[config.mk]
export PLATFORM = sky130hd
export DESIGN_NAME = ipip_dsr_backend_select_encap_top
export DESIGN_NICKNAME = d
export VERILOG_FILES = /design/src/rtl/ipdsr_pkg.sv /design/src/rtl/ipdsr_cfg.sv /design/src/rtl/ipdsr_front.sv /design/src/rtl/ipdsr_queue.sv /design/src/rtl/ipdsr_back.sv /design/src/rtl/ipip_dsr_backend_select_encap_top.sv
export VERILOG_INCLUDE_DIRS = /design/src /design/src/rtl
export SDC_FILE = /design/constraint.sdc
export NUM_CORES = 1
export LEC_CHECK = 0
export ABC_AREA = 1
export BUFFER_PORTS_ARGS = -buffer_cell sky130_fd_sc_hd__buf_2
export CORE_ASPECT_RATIO = 0.75
export CORE_MARGIN = 2
export CORE_UTILIZATION = 36
export DETAILED_ROUTE_END_ITERATION = 8
export GPL_TIMING_DRIVEN = 0
export HOLD_SLACK_MARGIN = 0.1
export PLACE_DENSITY_LB_ADDON = 0.12
export REMOVE_ABC_BUFFERS = 1
export SYNTH_ARGS = -nofsm -noshare
export SYNTH_HDL_FRONTEND = slang
export SYNTH_SLANG_ARGS = --single-unit
export TNS_END_PERCENT = 1
[constraint.sdc]
create_clock -name clk -period 7.2 [get_ports clk]
set_input_delay 0.36 -clock clk [delete_from_list [all_inputs] [get_ports clk]]
set_output_delay 0.36 -clock clk [all_outputs]
set_load 0.02 [all_outputs]
[src/rtl/ipip_dsr_backend_select_encap_top_macros.svh]
// ----------------------------------------------------------------------------
// IPIP DSR backend selector assertion macros
// Shared assertion forms for the backend selector's own checks.
// ----------------------------------------------------------------------------
`ifndef IPIP_DSR_BACKEND_SELECT_ENCAP_TOP_MACROS_SVH
`define IPIP_DSR_BACKEND_SELECT_ENCAP_TOP_MACROS_SVH

// Consequent holds in the same cycle as the antecedent.
`define IPDSR_ASSERT_SAME(label, clk, rst_n, ante, cons, msg) \
	label: assert property (@(posedge clk) disable iff (!rst_n) (ante) |-> (cons)) \
		else $error(msg);

// Consequent holds in the cycle after the antecedent.
`define IPDSR_ASSERT_NEXT(label, clk, rst_n, ante, cons, msg) \
	label: assert property (@(posedge clk) disable iff (!rst_n) (ante) |=> (cons)) \
		else $error(msg);

`endif

[src/rtl/ipdsr_pkg.sv]
// ----------------------------------------------------------------------------
// IPIP DSR backend selector package
// Types, register codes and constants shared by the selector's modules.
// ----------------------------------------------------------------------------
package ipdsr_pkg;

	localparam int BACKEND_COUNT = 2;
	localparam int QUEUE_DEPTH = 4;

	localparam logic [31:0] FNV_OFFSET = 32'd2166136261;
	localparam logic [31:0] FNV_PRIME = 32'd16777619;
	localparam logic [7:0] PROTO_TCP = 8'd6;
	localparam logic [7:0] PROTO_IPIP = 8'd4;
	localparam logic [15:0] ETH_IPV4 = 16'h0800;
	localparam logic [7:0] OUTER_TTL = 8'd64;
	localparam logic [15:0] OUTER_HDR_LEN = 16'd20;
	localparam logic [15:0] OUTER_VER_IHL = 16'h4500;
	localparam logic [15:0] DEFAULT_SERVICE_PORT = 16'd8000;

	localparam int PADDR_WIDTH = 4;

	typedef enum logic [1:0] {
		REG_BACKEND_IP_0 = 2'd0,
		REG_BACKEND_IP_1 = 2'd1,
		REG_BALANCER_IP = 2'd2,
		REG_SERVICE_PORT = 2'd3
	} reg_idx_t;

	typedef struct packed {
		logic [31:0] backend_ip_0;
		logic [31:0] backend_ip_1;
		logic [31:0] balancer_ip;
		logic [15:0] service_port;
	} cfg_t;

	typedef struct packed {
		logic headers_complete;
		logic [15:0] ether_type;
		logic [7:0] ip_proto;
		logic [31:0] src_ip;
		logic [31:0] dst_ip;
		logic [15:0] tcp_sport;
		logic [15:0] tcp_dport;
		logic [15:0] ip_total_len;
	} in_item_t;

	typedef struct packed {
		logic forward;
		logic backend_index;
		logic [31:0] outer_src_ip;
		logic [31:0] outer_dst_ip;
		logic [15:0] outer_total_len;
		logic [15:0] outer_checksum;
		logic length_wrapped;
	} out_item_t;

	typedef struct packed {
		logic forward;
		logic [31:0] src_word;
		logic [31:0] dst_word;
		logic [15:0] sport_word;
		logic [15:0] dport_word;
		logic [15:0] encap_len;
		logic wrapped;
	} entry_t;

	typedef struct packed {
		logic full;
		logic empty;
	} q_status_t;

endpackage

[src/rtl/ipdsr_cfg.sv]
// ----------------------------------------------------------------------------
// IPIP DSR configuration registers
// APB-style register file holding backend, balancer and service port values.
// ----------------------------------------------------------------------------
module ipdsr_cfg (
	input  logic clk,
	input  logic arst_n,
	input  logic psel,
	input  logic penable,
	input  logic pwrite,
	input  logic [ipdsr_pkg::PADDR_WIDTH-1:0] paddr,
	input  logic [31:0] pwdata,
	output logic [31:0] prdata,
	output logic pready,
	output ipdsr_pkg::cfg_t cfg
);

	ipdsr_pkg::reg_idx_t idx;
	logic wr_en;
	ipdsr_pkg::cfg_t cfg_q;

	assign idx = ipdsr_pkg::reg_idx_t'(paddr[ipdsr_pkg::PADDR_WIDTH-1:2]);
	assign wr_en = psel && penable && pwrite;
	assign pready = 1'b1;
	assign cfg = cfg_q;

	always_ff @(posedge clk or negedge arst_n) begin
		if (!arst_n) begin
			cfg_q.backend_ip_0 <= '0;
			cfg_q.backend_ip_1 <= '0;
			cfg_q.balancer_ip <= '0;
			cfg_q.service_port <= ipdsr_pkg::DEFAULT_SERVICE_PORT;
		end else if (wr_en) begin
			case (idx)
				ipdsr_pkg::REG_BACKEND_IP_0: cfg_q.backend_ip_0 <= pwdata;
				ipdsr_pkg::REG_BACKEND_IP_1: cfg_q.backend_ip_1 <= pwdata;
				ipdsr_pkg::REG_BALANCER_IP: cfg_q.balancer_ip <= pwdata;
				ipdsr_pkg::REG_SERVICE_PORT: cfg_q.service_port <= pwdata[15:0];
				default: ;
			endcase
		end
	end

	always_comb begin
		case (idx)
			ipdsr_pkg::REG_BACKEND_IP_0: prdata = cfg_q.backend_ip_0;
			ipdsr_pkg::REG_BACKEND_IP_1: prdata = cfg_q.backend_ip_1;
			ipdsr_pkg::REG_BALANCER_IP: prdata = cfg_q.balancer_ip;
			ipdsr_pkg::REG_SERVICE_PORT: prdata = {16'd0, cfg_q.service_port};
			default: prdata = '0;
		endcase
	end

endmodule

[src/rtl/ipdsr_front.sv]
// ----------------------------------------------------------------------------
// IPIP DSR front end
// Accepts header words, classifies them and prepares the hash words.
// ----------------------------------------------------------------------------
module ipdsr_front (
	input  logic in_valid,
	output logic in_stall,
	input  ipdsr_pkg::in_item_t in_data,
	input  logic [15:0] service_port,
	input  ipdsr_pkg::q_status_t q_status,
	output logic push,
	output ipdsr_pkg::entry_t entry
);

	logic match;
	logic [16:0] len_sum;

	function automatic logic [31:0] swap32(input logic [31:0] v);
		return {v[7:0], v[15:8], v[23:16], v[31:24]};
	endfunction

	function automatic logic [15:0] swap16(input logic [15:0] v);
		return {v[7:0], v[15:8]};
	endfunction

	assign match = in_data.headers_complete
		&& (in_data.ether_type == ipdsr_pkg::ETH_IPV4)
		&& (in_data.ip_proto == ipdsr_pkg::PROTO_TCP)
		&& ((in_data.tcp_sport == service_port) || (in_data.tcp_dport == service_port));

	assign len_sum = {1'b0, in_data.ip_total_len} + {1'b0, ipdsr_pkg::OUTER_HDR_LEN};

	assign in_stall = q_status.full;
	assign push = in_valid && !q_status.full;

	always_comb begin
		entry.forward = match;
		entry.src_word = swap32(in_data.src_ip);
		entry.dst_word = swap32(in_data.dst_ip);
		entry.sport_word = swap16(in_data.tcp_sport);
		entry.dport_word = swap16(in_data.tcp_dport);
		entry.encap_len = len_sum[15:0];
		entry.wrapped = len_sum[16];
	end

endmodule

[src/rtl/ipdsr_queue.sv]
// ----------------------------------------------------------------------------
// IPIP DSR decoupling queue
// Short first-in first-out queue between the front end and the back end.
// ----------------------------------------------------------------------------
module ipdsr_queue #(
	parameter int DEPTH = ipdsr_pkg::QUEUE_DEPTH
) (
	input  logic clk,
	input  logic arst_n,
	input  logic push,
	input  ipdsr_pkg::entry_t wr_entry,
	input  logic pop,
	output ipdsr_pkg::entry_t rd_entry,
	output ipdsr_pkg::q_status_t status
);

	localparam int AW = (DEPTH > 1) ? $clog2(DEPTH) : 1;
	localparam int CW = $clog2(DEPTH + 1);

	ipdsr_pkg::entry_t mem_q [DEPTH];
	logic [AW-1:0] wr_ptr_q;
	logic [AW-1:0] rd_ptr_q;
	logic [CW-1:0] count_q;

	function automatic logic [AW-1:0] next_ptr(input logic [AW-1:0] p);
		return (p == AW'(DEPTH - 1)) ? '0 : p + AW'(1);
	endfunction

	assign status.full = (count_q == CW'(DEPTH));
	assign status.empty = (count_q == '0);
	assign rd_entry = mem_q[rd_ptr_q];

	always_ff @(posedge clk) begin
		if (push) begin
			mem_q[wr_ptr_q] <= wr_entry;
		end
	end

	always_ff @(posedge clk or negedge arst_n) begin
		if (!arst_n) begin
			wr_ptr_q <= '0;
			rd_ptr_q <= '0;
			count_q <= '0;
		end else begin
			if (push) begin
				wr_ptr_q <= next_ptr(wr_ptr_q);
			end
			if (pop) begin
				rd_ptr_q <= next_ptr(rd_ptr_q);
			end
			if (push && !pop) begin
				count_q <= count_q + CW'(1);
			end else if (pop && !push) begin
				count_q <= count_q - CW'(1);
			end
		end
	end

endmodule

[src/rtl/ipdsr_back.sv]
// ----------------------------------------------------------------------------
// IPIP DSR back end
// Five-stage FNV-1a hash pipeline, backend pick and outer header build.
// ----------------------------------------------------------------------------
module ipdsr_back #(
	parameter int BACKEND_COUNT = ipdsr_pkg::BACKEND_COUNT
) (
	input  logic clk,
	input  logic arst_n,
	input  ipdsr_pkg::cfg_t cfg,
	input  ipdsr_pkg::q_status_t q_status,
	input  ipdsr_pkg::entry_t q_entry,
	output logic pop,
	output logic out_valid,
	input  logic out_stall,
	output ipdsr_pkg::out_item_t out_data
);

	localparam int Stages = 5;

	logic adv;
	logic vld_s [Stages];
	logic [31:0] hash_s [Stages];
	ipdsr_pkg::entry_t ent_s [Stages];
	logic out_valid_q;
	ipdsr_pkg::out_item_t out_q;
	ipdsr_pkg::out_item_t result;

	function automatic logic [31:0] hash_word(input ipdsr_pkg::entry_t e, input int k);
		logic [31:0] w;
		case (k)
			0: w = e.src_word;
			1: w = e.dst_word;
			2: w = {16'd0, e.sport_word};
			3: w = {16'd0, e.dport_word};
			default: w = {24'd0, ipdsr_pkg::PROTO_TCP};
		endcase
		return w;
	endfunction

	function automatic logic [31:0] fnv_step(input logic [31:0] h, input logic [31:0] w);
		return (h ^ w) * ipdsr_pkg::FNV_PRIME;
	endfunction

	function automatic logic [15:0] hdr_checksum(input logic [15:0] len,
		input logic [31:0] src, input logic [31:0] dst);
		logic [18:0] sum;
		logic [16:0] fold1;
		logic [15:0] fold2;
		sum = 19'(ipdsr_pkg::OUTER_VER_IHL) + 19'(len)
			+ 19'({ipdsr_pkg::OUTER_TTL, ipdsr_pkg::PROTO_IPIP})
			+ 19'(src[31:16]) + 19'(src[15:0]) + 19'(dst[31:16]) + 19'(dst[15:0]);
		fold1 = 17'(sum[15:0]) + 17'(sum[18:16]);
		fold2 = fold1[15:0] + 16'(fold1[16]);
		return ~fold2;
	endfunction

	assign adv = !out_valid_q || !out_stall;
	assign pop = adv && !q_status.empty;
	assign out_valid = out_valid_q;
	assign out_data = out_q;

	always_ff @(posedge clk or negedge arst_n) begin
		if (!arst_n) begin
			for (int k = 0; k < Stages; k++) begin
				vld_s[k] <= 1'b0;
			end
			out_valid_q <= 1'b0;
		end else if (adv) begin
			vld_s[0] <= !q_status.empty;
			for (int k = 1; k < Stages; k++) begin
				vld_s[k] <= vld_s[k-1];
			end
			out_valid_q <= vld_s[Stages-1];
		end
	end

	always_ff @(posedge clk) begin
		if (adv) begin
			ent_s[0] <= q_entry;
			hash_s[0] <= fnv_step(ipdsr_pkg::FNV_OFFSET, hash_word(q_entry, 0));
			for (int k = 1; k < Stages; k++) begin
				ent_s[k] <= ent_s[k-1];
				hash_s[k] <= fnv_step(hash_s[k-1], hash_word(ent_s[k-1], k));
			end
			out_q <= result;
		end
	end

	always_comb begin
		logic idx;
		logic [31:0] bip;
		idx = (BACKEND_COUNT == 2) ? hash_s[Stages-1][0] : 1'b0;
		bip = idx ? cfg.backend_ip_1 : cfg.backend_ip_0;
		result = '0;
		if (ent_s[Stages-1].forward) begin
			result.forward = 1'b1;
			result.backend_index = idx;
			result.outer_src_ip = cfg.balancer_ip;
			result.outer_dst_ip = bip;
			result.outer_total_len = ent_s[Stages-1].encap_len;
			result.outer_checksum = hdr_checksum(ent_s[Stages-1].encap_len,
				cfg.balancer_ip, bip);
			result.length_wrapped = ent_s[Stages-1].wrapped;
		end
	end

endmodule

[src/rtl/ipip_dsr_backend_select_encap_top.sv]
// ----------------------------------------------------------------------------
// IPIP DSR backend selector top level
// Classifies TCP service traffic, picks a backend by flow hash and builds the
// outer IPIP header fields.
// ----------------------------------------------------------------------------
// Channel   Handshake            Word
// in        in_valid/in_stall    in_data  (ipdsr_pkg::in_item_t)
// out       out_valid/out_stall  out_data (ipdsr_pkg::out_item_t)
// cfg       APB psel/penable     paddr, pwdata, prdata
//
// One word is taken per cycle while in_stall is low, one result leaves per
// cycle while out_stall is low; the rate is set by the five hash stages, each
// a single multiply by the FNV prime. Reset empties the queue and the pipeline
// and loads the register defaults. A stalled output holds the hash pipeline;
// the four-entry queue keeps taking words until it is full, and only then is
// in_stall raised.
// ----------------------------------------------------------------------------
`include "ipip_dsr_backend_select_encap_top_macros.svh"

module ipip_dsr_backend_select_encap_top #(
	parameter int BACKEND_COUNT = ipdsr_pkg::BACKEND_COUNT,
	parameter int QUEUE_DEPTH = ipdsr_pkg::QUEUE_DEPTH
) (
	input  logic clk,
	input  logic arst_n,
	input  logic in_valid,
	output logic in_stall,
	input  ipdsr_pkg::in_item_t in_data,
	output logic out_valid,
	input  logic out_stall,
	output ipdsr_pkg::out_item_t out_data,
	input  logic psel,
	input  logic penable,
	input  logic pwrite,
	input  logic [ipdsr_pkg::PADDR_WIDTH-1:0] paddr,
	input  logic [31:0] pwdata,
	output logic [31:0] prdata,
	output logic pready
);

	ipdsr_pkg::cfg_t cfg;
	ipdsr_pkg::q_status_t q_status;
	ipdsr_pkg::entry_t wr_entry;
	ipdsr_pkg::entry_t rd_entry;
	logic push;
	logic pop;

	ipdsr_cfg u_cfg (
		.clk(clk),
		.arst_n(arst_n),
		.psel(psel),
		.penable(penable),
		.pwrite(pwrite),
		.paddr(paddr),
		.pwdata(pwdata),
		.prdata(prdata),
		.pready(pready),
		.cfg(cfg)
	);

	ipdsr_front u_front (
		.in_valid(in_valid),
		.in_stall(in_stall),
		.in_data(in_data),
		.service_port(cfg.service_port),
		.q_status(q_status),
		.push(push),
		.entry(wr_entry)
	);

	ipdsr_queue #(
		.DEPTH(QUEUE_DEPTH)
	) u_queue (
		.clk(clk),
		.arst_n(arst_n),
		.push(push),
		.wr_entry(wr_entry),
		.pop(pop),
		.rd_entry(rd_entry),
		.status(q_status)
	);

	ipdsr_back #(
		.BACKEND_COUNT(BACKEND_COUNT)
	) u_back (
		.clk(clk),
		.arst_n(arst_n),
		.cfg(cfg),
		.q_status(q_status),
		.q_entry(rd_entry),
		.pop(pop),
		.out_valid(out_valid),
		.out_stall(out_stall),
		.out_data(out_data)
	);

	`IPDSR_ASSERT_NEXT(a_accept_fills_queue, clk, arst_n, in_valid && !in_stall, !q_status.empty, "accepted word did not reach the queue")
	`IPDSR_ASSERT_SAME(a_src_is_balancer, clk, arst_n, out_valid && out_data.forward, out_data.outer_src_ip == cfg.balancer_ip, "outer source differs from balancer address")
	`IPDSR_ASSERT_SAME(a_pass_is_clear, clk, arst_n, out_valid && !out_data.forward, out_data.outer_dst_ip == 32'd0 && out_data.outer_checksum == 16'd0 && !out_data.length_wrapped, "passed word carries header values")
	`IPDSR_ASSERT_SAME(a_wrap_len_small, clk, arst_n, out_valid && out_data.length_wrapped, out_data.outer_total_len < ipdsr_pkg::OUTER_HDR_LEN, "wrapped length out of range")

endmodule

# Word-level counts from Yosys, hierarchy flattened

Memory sizes are Yosys's and may differ from the RTL's.
Cells that the tools add are included.

Register bits after elaboration: 224
Bits in writable memories: 1186
Input port bits: 180
Output and inout port bits: 134
Logic and storage cells: 97
Memories: 3

Memories:

| name          | depth | bits a word | rd ports | clocked after Yosys merged registers in | wr ports | RTL line          | text |
|---|---|---|---|---|---|---|---|
| u_back.ent_s  | 5     | 114         | 5        | 0                                       | 5        | ipdsr_back.sv:24  | `ipdsr_pkg::entry_t ent_s [Stages];` |
| u_queue.mem_q | 4     | 114         | 1        | 0                                       | 1        | ipdsr_queue.sv:20 | `ipdsr_pkg::entry_t mem_q [DEPTH];` |
| u_back.hash_s | 5     | 32          | 5        | 0                                       | 5        | ipdsr_back.sv:23  | `logic [31:0] hash_s [Stages];` |

Add/subtract/negate cells: 13
$mul: 5
Eq/ne operators: 10
Muxes and demuxes: 16
Bitwise gates (word level): 6
Reductions and logical operators: 24

Operators with widths:

| operator                                            | number |
|---|---|
| two-way mux 32 bit                                  | 6 |
| multiplier 32 x 25 -> 32 bit, second input constant | 5 |
| case mux 32 bit (4 select lines)                    | 1 |
| XOR 32 bit                                          | 4 |
| two-way mux 99 bit                                  | 1 |
| adder 19 x 16 -> 19 bit                             | 4 |
| == test 16 bit                                      | 2 |
| adder 19 x 15 -> 19 bit, second input constant      | 1 |
| adder 15 x 16 -> 17 bit, first input constant       | 1 |
| adder 16 x 3 -> 17 bit                              | 1 |
| adder 16 x 5 -> 17 bit, second input constant       | 1 |
| adder 16 x 1 -> 16 bit                              | 1 |
| == test 16 x 12 -> 1 bit, second input constant     | 1 |
| NOT 16 bit                                          | 1 |
| NOT 14 bit                                          | 1 |
| logical AND 1 bit                                   | 9 |
| == test 2 bit, second input constant                | 4 |
| == test 8 x 3 -> 1 bit, second input constant       | 1 |
| AND reduction 2 bit                                 | 4 |
| zero test 1 bit                                     | 6 |
| two-way mux 3 bit                                   | 2 |
| adder 2 x 1 -> 2 bit, second input constant         | 2 |
| two-way mux 1 bit                                   | 4 |
| two-way mux 2 bit                                   | 2 |
| other kinds (8)                                     | 9 |

# Longest topological paths before layout

An unclocked memory read counts as a cell.

Depth in word-level cells: 11
Mapped depth: 49
Mapped depth without buffers: 47

# Cells and area by module

From an unflattened synthesis, not the netlist that was laid out.

Cells, all modules: 3310
Area, all modules: 35909.4 um^2

By module, submodules not included:

| module      | times used | cells each | area an instance (um^2) | seq. area each (um^2) |
|---|---|---|---|---|
| ipdsr_queue | 1          | 1381       | 18527.8                 | 13868.3 |
| ipdsr_back  | 1          | 953        | 10478.8                 | 6155.9 |
| ipdsr_cfg   | 1          | 651        | 5170.0                  | 2810.2 |
| ipdsr_front | 1          | 325        | 1732.9                  | 0.0 |

# Least setup slack after synthesis

OpenSTA, ideal clock, no wires.

Path kind: register to register
From: memory u_back.hash_s[4][0]
To: register u_back.out_q, in the netlist u_back.out_data[16], data pin
Library setup time: 0.255 ns
Arrival time: 6.865 ns
Required time: 6.945 ns
Path slack: 0.080 ns
Cell stages (with the launch flop): 47
Path buffers: 2
Period minus slack after synthesis: 7.120 ns
Cell sequence: edfxtp_1 -> clkbuf_1 -> clkbuf_1 -> mux2i_1 -> fa_1 -> fa_1 -> fa_1 -> inv_1 -> ha_1 -> fa_1 -> nand2_1 -> nand2_1 -> nand4_1 -> nand2_1 -> nand2_1 -> nand2_1 -> nand3_1 -> nand2_1 -> [... 11 more ...] -> nand4_1 -> nor2_1 -> nand2_1 -> nor2_1 -> ha_1 -> nand2_1 -> nor2_1 -> nand3_1 -> nor2_2 -> nand3_2 -> nor2_4 -> nand2_4 -> nor2_4 -> nand2_4 -> nor2_4 -> nand3_1 -> nand2_1 -> nor2_1

RTL lines:

| element                | RTL line         | text |
|---|---|---|
| start: declaration     | ipdsr_back.sv:23 |  |
| end signal: assignment | ipdsr_back.sv:86 | `out_q <= result;` |
| end: declaration       | ipdsr_back.sv:26 | `ipdsr_pkg::out_item_t out_q;` |

==> impl_metrics.py <==
metrics = {
    "cells_and_area": {
        "layout-area-overhead-vs-synth_pct": 27.6,
        "finalCoreUtilization": 0.466,
        "fillers": 4917,
        "stdcell_area_mm2": 0.0248,
        "finalNetCount": 2490,
        "share_of_layout_cells_above_drive_strength_1": 0.242,
    },
    "drt": {
        "routed_vias": 14000,
        "avgViaCountPerCell": 4.75,
        "initialDrtViolationCount": 937,
        "ant_nets": 0,
        "drt_first_pass_iters": 5,
        "wl_per_cell_um": 18.2,
        "routed_wl_mm": 54.0,
        "drc_viols": 0,
    },
    "timing": {
        "worst_slew_margin_rel": 0.169,
        "largest_clock_skew_in_the_final_design_ps": 10.5,
        "max_slew.worst_pin.slew_ps": 1230,
        "timing.final.ws_setup_ps": -12.9,
        "layout_min_cycle_time_ps": 7210,
        "final-hold-violation-count": 0,
        "setup_viol_count_final": 1,
        "unrepaired_setup_endpoints_after_global_routing": "true",
        "drv_slew": 0,
        "maxClockFrequency_mhz": 139,
        "post-route-period-util": 1.00,
    },
    "critical_path": {
        "crit_path_frequent_cell": "sky130_fd_sc_hd__buf_4",
        "timing.critical_path.slowest_cell_delay_ps": 540,
        "worstPathMaxFanout": 5,
        "worst_path_max_delay_cell": "sky130_fd_sc_hd__fa_1",
        "worstSetupPathType": "reg -> reg",
        "crit_required_ps": 7530,
        "rr_endpoint": "u_back.out_data[16]$_SDFFCE_PN0P_",
        "reg2reg_setup_slack_ps": -10,
        "rr_startpoint": "u_back.hash_s[4][0]$_DFFE_PP_",
        "setup.worst_path.start": "u_back.hash_s[4][0]$_DFFE_PP_",
        "timing.critical_path.from_type": "flip-flop",
        "worstSetupEndpointType": "flip-flop",
        "crit_arrival_ps": 7540,
        "worstRegToRegCells": 47,
    },
    "cts": {
        "clk_root_buffer_cell": "sky130_fd_sc_hd__clkbuf_16",
        "htree_num_levels": 2,
        "clkTransAtPathRegs_ps": 70,
        "cts_max_path_buffers": 3,
        "tritoncts": "yes",
        "cts.sinks": 413,
        "numCtsBuffers": 43,
        "later_pin_clock_latency_in_the_skew_report_ps": 570,
    },
    "logic_synthesis": {
        "synth_largest_type_area_fraction": 0.444,
        "synth-main-ff-cell": "sky130_fd_sc_hd__edfxtp_1",
        "async_flop_share": 0.303,
        "synth_cell_types": 48,
        "yosys-top-cells-count": "sky130_fd_sc_hd__nand2_1 (457), sky130_fd_sc_hd__edfxtp_1 (288), sky130_fd_sc_hd__inv_1 (262)",
        "synth_area_mm2": 0.0195,
        "synth_enable_flop_cells": 288,
        "flip_flop_and_latch_count_after_synthesis": 413,
        "synth.top_cells.by_area": "sky130_fd_sc_hd__edfxtp_1 (44%), sky130_fd_sc_hd__dfrtp_1 (15%), sky130_fd_sc_hd__nand2_1 (8.8%), sky130_fd_sc_hd__fa_1 (5.1%), sky130_fd_sc_hd__inv_1 (5.1%)",
        "syn_area_per_cell_um2": 10.6,
        "most_common_cell_in_the_netlist": "sky130_fd_sc_hd__nand2_1",
        "synth_cells": 1836,
        "synth_sequential_area_ratio": 0.605,
        "count_of_synthesis_stage_warnings_from_yosys": 0,
        "synthDominantAreaCellType": "sky130_fd_sc_hd__edfxtp_1",
    },
    "place": {
        "place_hpwl_mm": 36.2,
        "io_buffers": 248,
        "routabilityCongestion": 0.818,
        "detailed_place.area_mm2": 0.0218,
    },
    "run_status": {
        "violations": "setup timing",
        "run_status": "finished, violations left",
    },
    "job": {
        "cap_viol_max_count": 0,
    },
    "min_path": {
        "min_path_cells": 3,
        "min_from": "pwdata[5]",
        "hold_path.class": "in -> reg",
        "timing.hold.worst_endpoint": "u_cfg.cfg[21]$_DFFE_PN0P_",
    },
    "global_route": {
        "groute.usage.overall": 0.192,
        "grt_antenna_before_repair": 1,
        "largest_net_degree_at_the_start_of_global_routing": 82,
        "first_global_vias": 14000,
        "grt_pass1_wl_mm": 81.1,
        "grt_overflow": 0,
    },
    "floorplan": {
        "rows": 73,
        "core_region_area_mm2": 0.0532,
        "fp.dieH_um": 205,
        "io_pins": 314,
        "dieWidth_um": 272,
        "full_die_area_mm2": 0.0560,
        "floorplan.initialDensity": 0.366,
    },
}
per-layer routing:
metal / wire (µm) / part of all wire / track usage
met1: 25000 / 0.46 / 0.264
met2: 24800 / 0.46 / 0.311
met3: 2850 / 0.053 / 0.0358
met4: 1290 / 0.024 / 0.0567
met5: 0 / 0 / 0
flip-flops by register name, indices dropped and copies added, names as in the netlist:
signal	flops
u_queue.mem_q	88
u_back.ent_s	96
u_back.out_valid	1
u_back.vld_s	5
u_queue.rd_ptr_q	2
u_queue.wr_ptr_q	2
u_queue.count_q	3
u_back.hash_s	5
u_back.out_data	99
u_cfg.cfg	112
cells in the final DEF (no fill, tap or decap), types with 6 or more instances in the layout:
cell                            netlist  final
sky130_fd_sc_hd__o211ai_1             7      7
sky130_fd_sc_hd__o22ai_1             21     21
sky130_fd_sc_hd__nor2_1              90     78
sky130_fd_sc_hd__fa_1                50     41
sky130_fd_sc_hd__nand4_1             14     14
sky130_fd_sc_hd__o2111ai_1           16     16
sky130_fd_sc_hd__xor2_1              41     38
sky130_fd_sc_hd__nor2_4               5     13
sky130_fd_sc_hd__dfstp_2              6      6
sky130_fd_sc_hd__nand2_4              4     11
sky130_fd_sc_hd__buf_12               0      7
sky130_fd_sc_hd__ha_1                47     33
sky130_fd_sc_hd__a21oi_1             58     53
sky130_fd_sc_hd__buf_2                0    247
sky130_fd_sc_hd__nand3_1             44     36
sky130_fd_sc_hd__mux2i_4              0      6
sky130_fd_sc_hd__fa_2                 0      9
sky130_fd_sc_hd__clkbuf_16            0     43
sky130_fd_sc_hd__nor2_2               4      8
sky130_fd_sc_hd__clkbuf_1            57     18
sky130_fd_sc_hd__clkbuf_8             0      8
sky130_fd_sc_hd__ha_4                 0     12
sky130_fd_sc_hd__buf_16               0     10
sky130_fd_sc_hd__o21bai_1             6      6
sky130_fd_sc_hd__inv_2                3     11
sky130_fd_sc_hd__buf_4                1     84
sky130_fd_sc_hd__nand3_2              4     10
sky130_fd_sc_hd__nand2_2              3     21
sky130_fd_sc_hd__dlygate4sd3_1        0     36
sky130_fd_sc_hd__dfrtp_1            119    118
sky130_fd_sc_hd__inv_1              262    253
sky130_fd_sc_hd__xnor2_1             15     14
sky130_fd_sc_hd__nand2_1            457    432
sky130_fd_sc_hd__o21ai_0            163    162
sky130_fd_sc_hd__nor4_1               8      8
sky130_fd_sc_hd__edfxtp_1           288    288
cell families (layout without fill, tap and decap cells):
group                      Yosys count  after routing  share of synthesized area
other                                1              2                   0.000193
and+or+nand+nor                    650            650                      0.139
adders and majority gates           97             97                     0.0816
muxes                                9              9                    0.00476
DFF                                413            413                      0.605
xor gates and xnor gates            56             56                     0.0252
AOI/OAI and AO/OA                  280            280                     0.0794
buffers and inverters              330            741                     0.0642
layout make-up:
class / count / area, µm² / share of cell area
inverters: 269 / 1030 / 0.0416
repair inverters: 1 / 8.76 / 0.000353
multi-input cells: 1093 / 6970 / 0.281
flip-flops and latches: 413 / 11800 / 0.475
well taps: 712 / 891 / 0.0359
diodes: 1 / 2.50 / 0.000101
repair buffers: 392 / 2770 / 0.111
clock inverters: 10 / 115 / 0.00464
clock buffers: 69 / 1250 / 0.0505
critical path: cells and delay by family, from the launching register on:
| kind | cells | cell delay (ps) |
|---|---|---|
| adders and majority gates | 7 | 2570 |
| and+or+nand+nor | 22 | 1870 |
| AOI/OAI and AO/OA | 1 | 130 |
| xor gates and xnor gates | 1 | 210 |
| DFF | 1 | 440 |
| buffers and inverters | 16 | 1760 |
how the worst max path moves through the flow:
| stage | endpoint | slack, ps | depth (start not counted) |
|---|---|---|---|
| floorplan | u_back.out_data[16]$_SDFFCE_PN0P_ | -280 | 47 |
| global placement | u_queue.count_q[1]$_DFFE_PN0P_ | -3260 | 7 |
| detailed placement | u_back.out_data[13]$_SDFFCE_PN0P_ | -1640 | 45 |
| CTS | u_back.out_data[13]$_SDFFCE_PN0P_ | -40 | 46 |
| global route | u_back.out_data[16]$_SDFFCE_PN0P_ | -380 | 48 |
| finish | u_back.out_data[16]$_SDFFCE_PN0P_ | -10 | 47 |
metrics by stage:
step | setup WS, ps | hold slack [ps] | setup TNS, ps | std cells
2_1_floorplan | -275 | 64.4 | -1160 | 1775
3_5_place_dp | -1640 | 344 | -16780 | 2752
5_1_grt | -381 | 137 | -2970 | 2959
4_1_cts | -38.9 | 106 | -45.7 | 2942
3_3_place_gp | -3260 | 401 | -228680 | 2735
6_report | -12.9 | 134 | -12.9 | 2960
timing repair:
| item | CTS | global route |
|---|---|---|
| hold buffers | 36 | 0 |
| endpoints found under the setup margin | 16 | 12 |
| resized for setup | 74 | 45 |
| pin swaps | 39 | 54 |
| setup buffers | 73 | 16 |
| endpoints found under the hold margin | 136 | 0 |
| cloned | 2 | 0 |
Power is left out: the tool's default activity adds up to more than one toggle a clock period on the data nets, which glitch-free logic cannot reach.
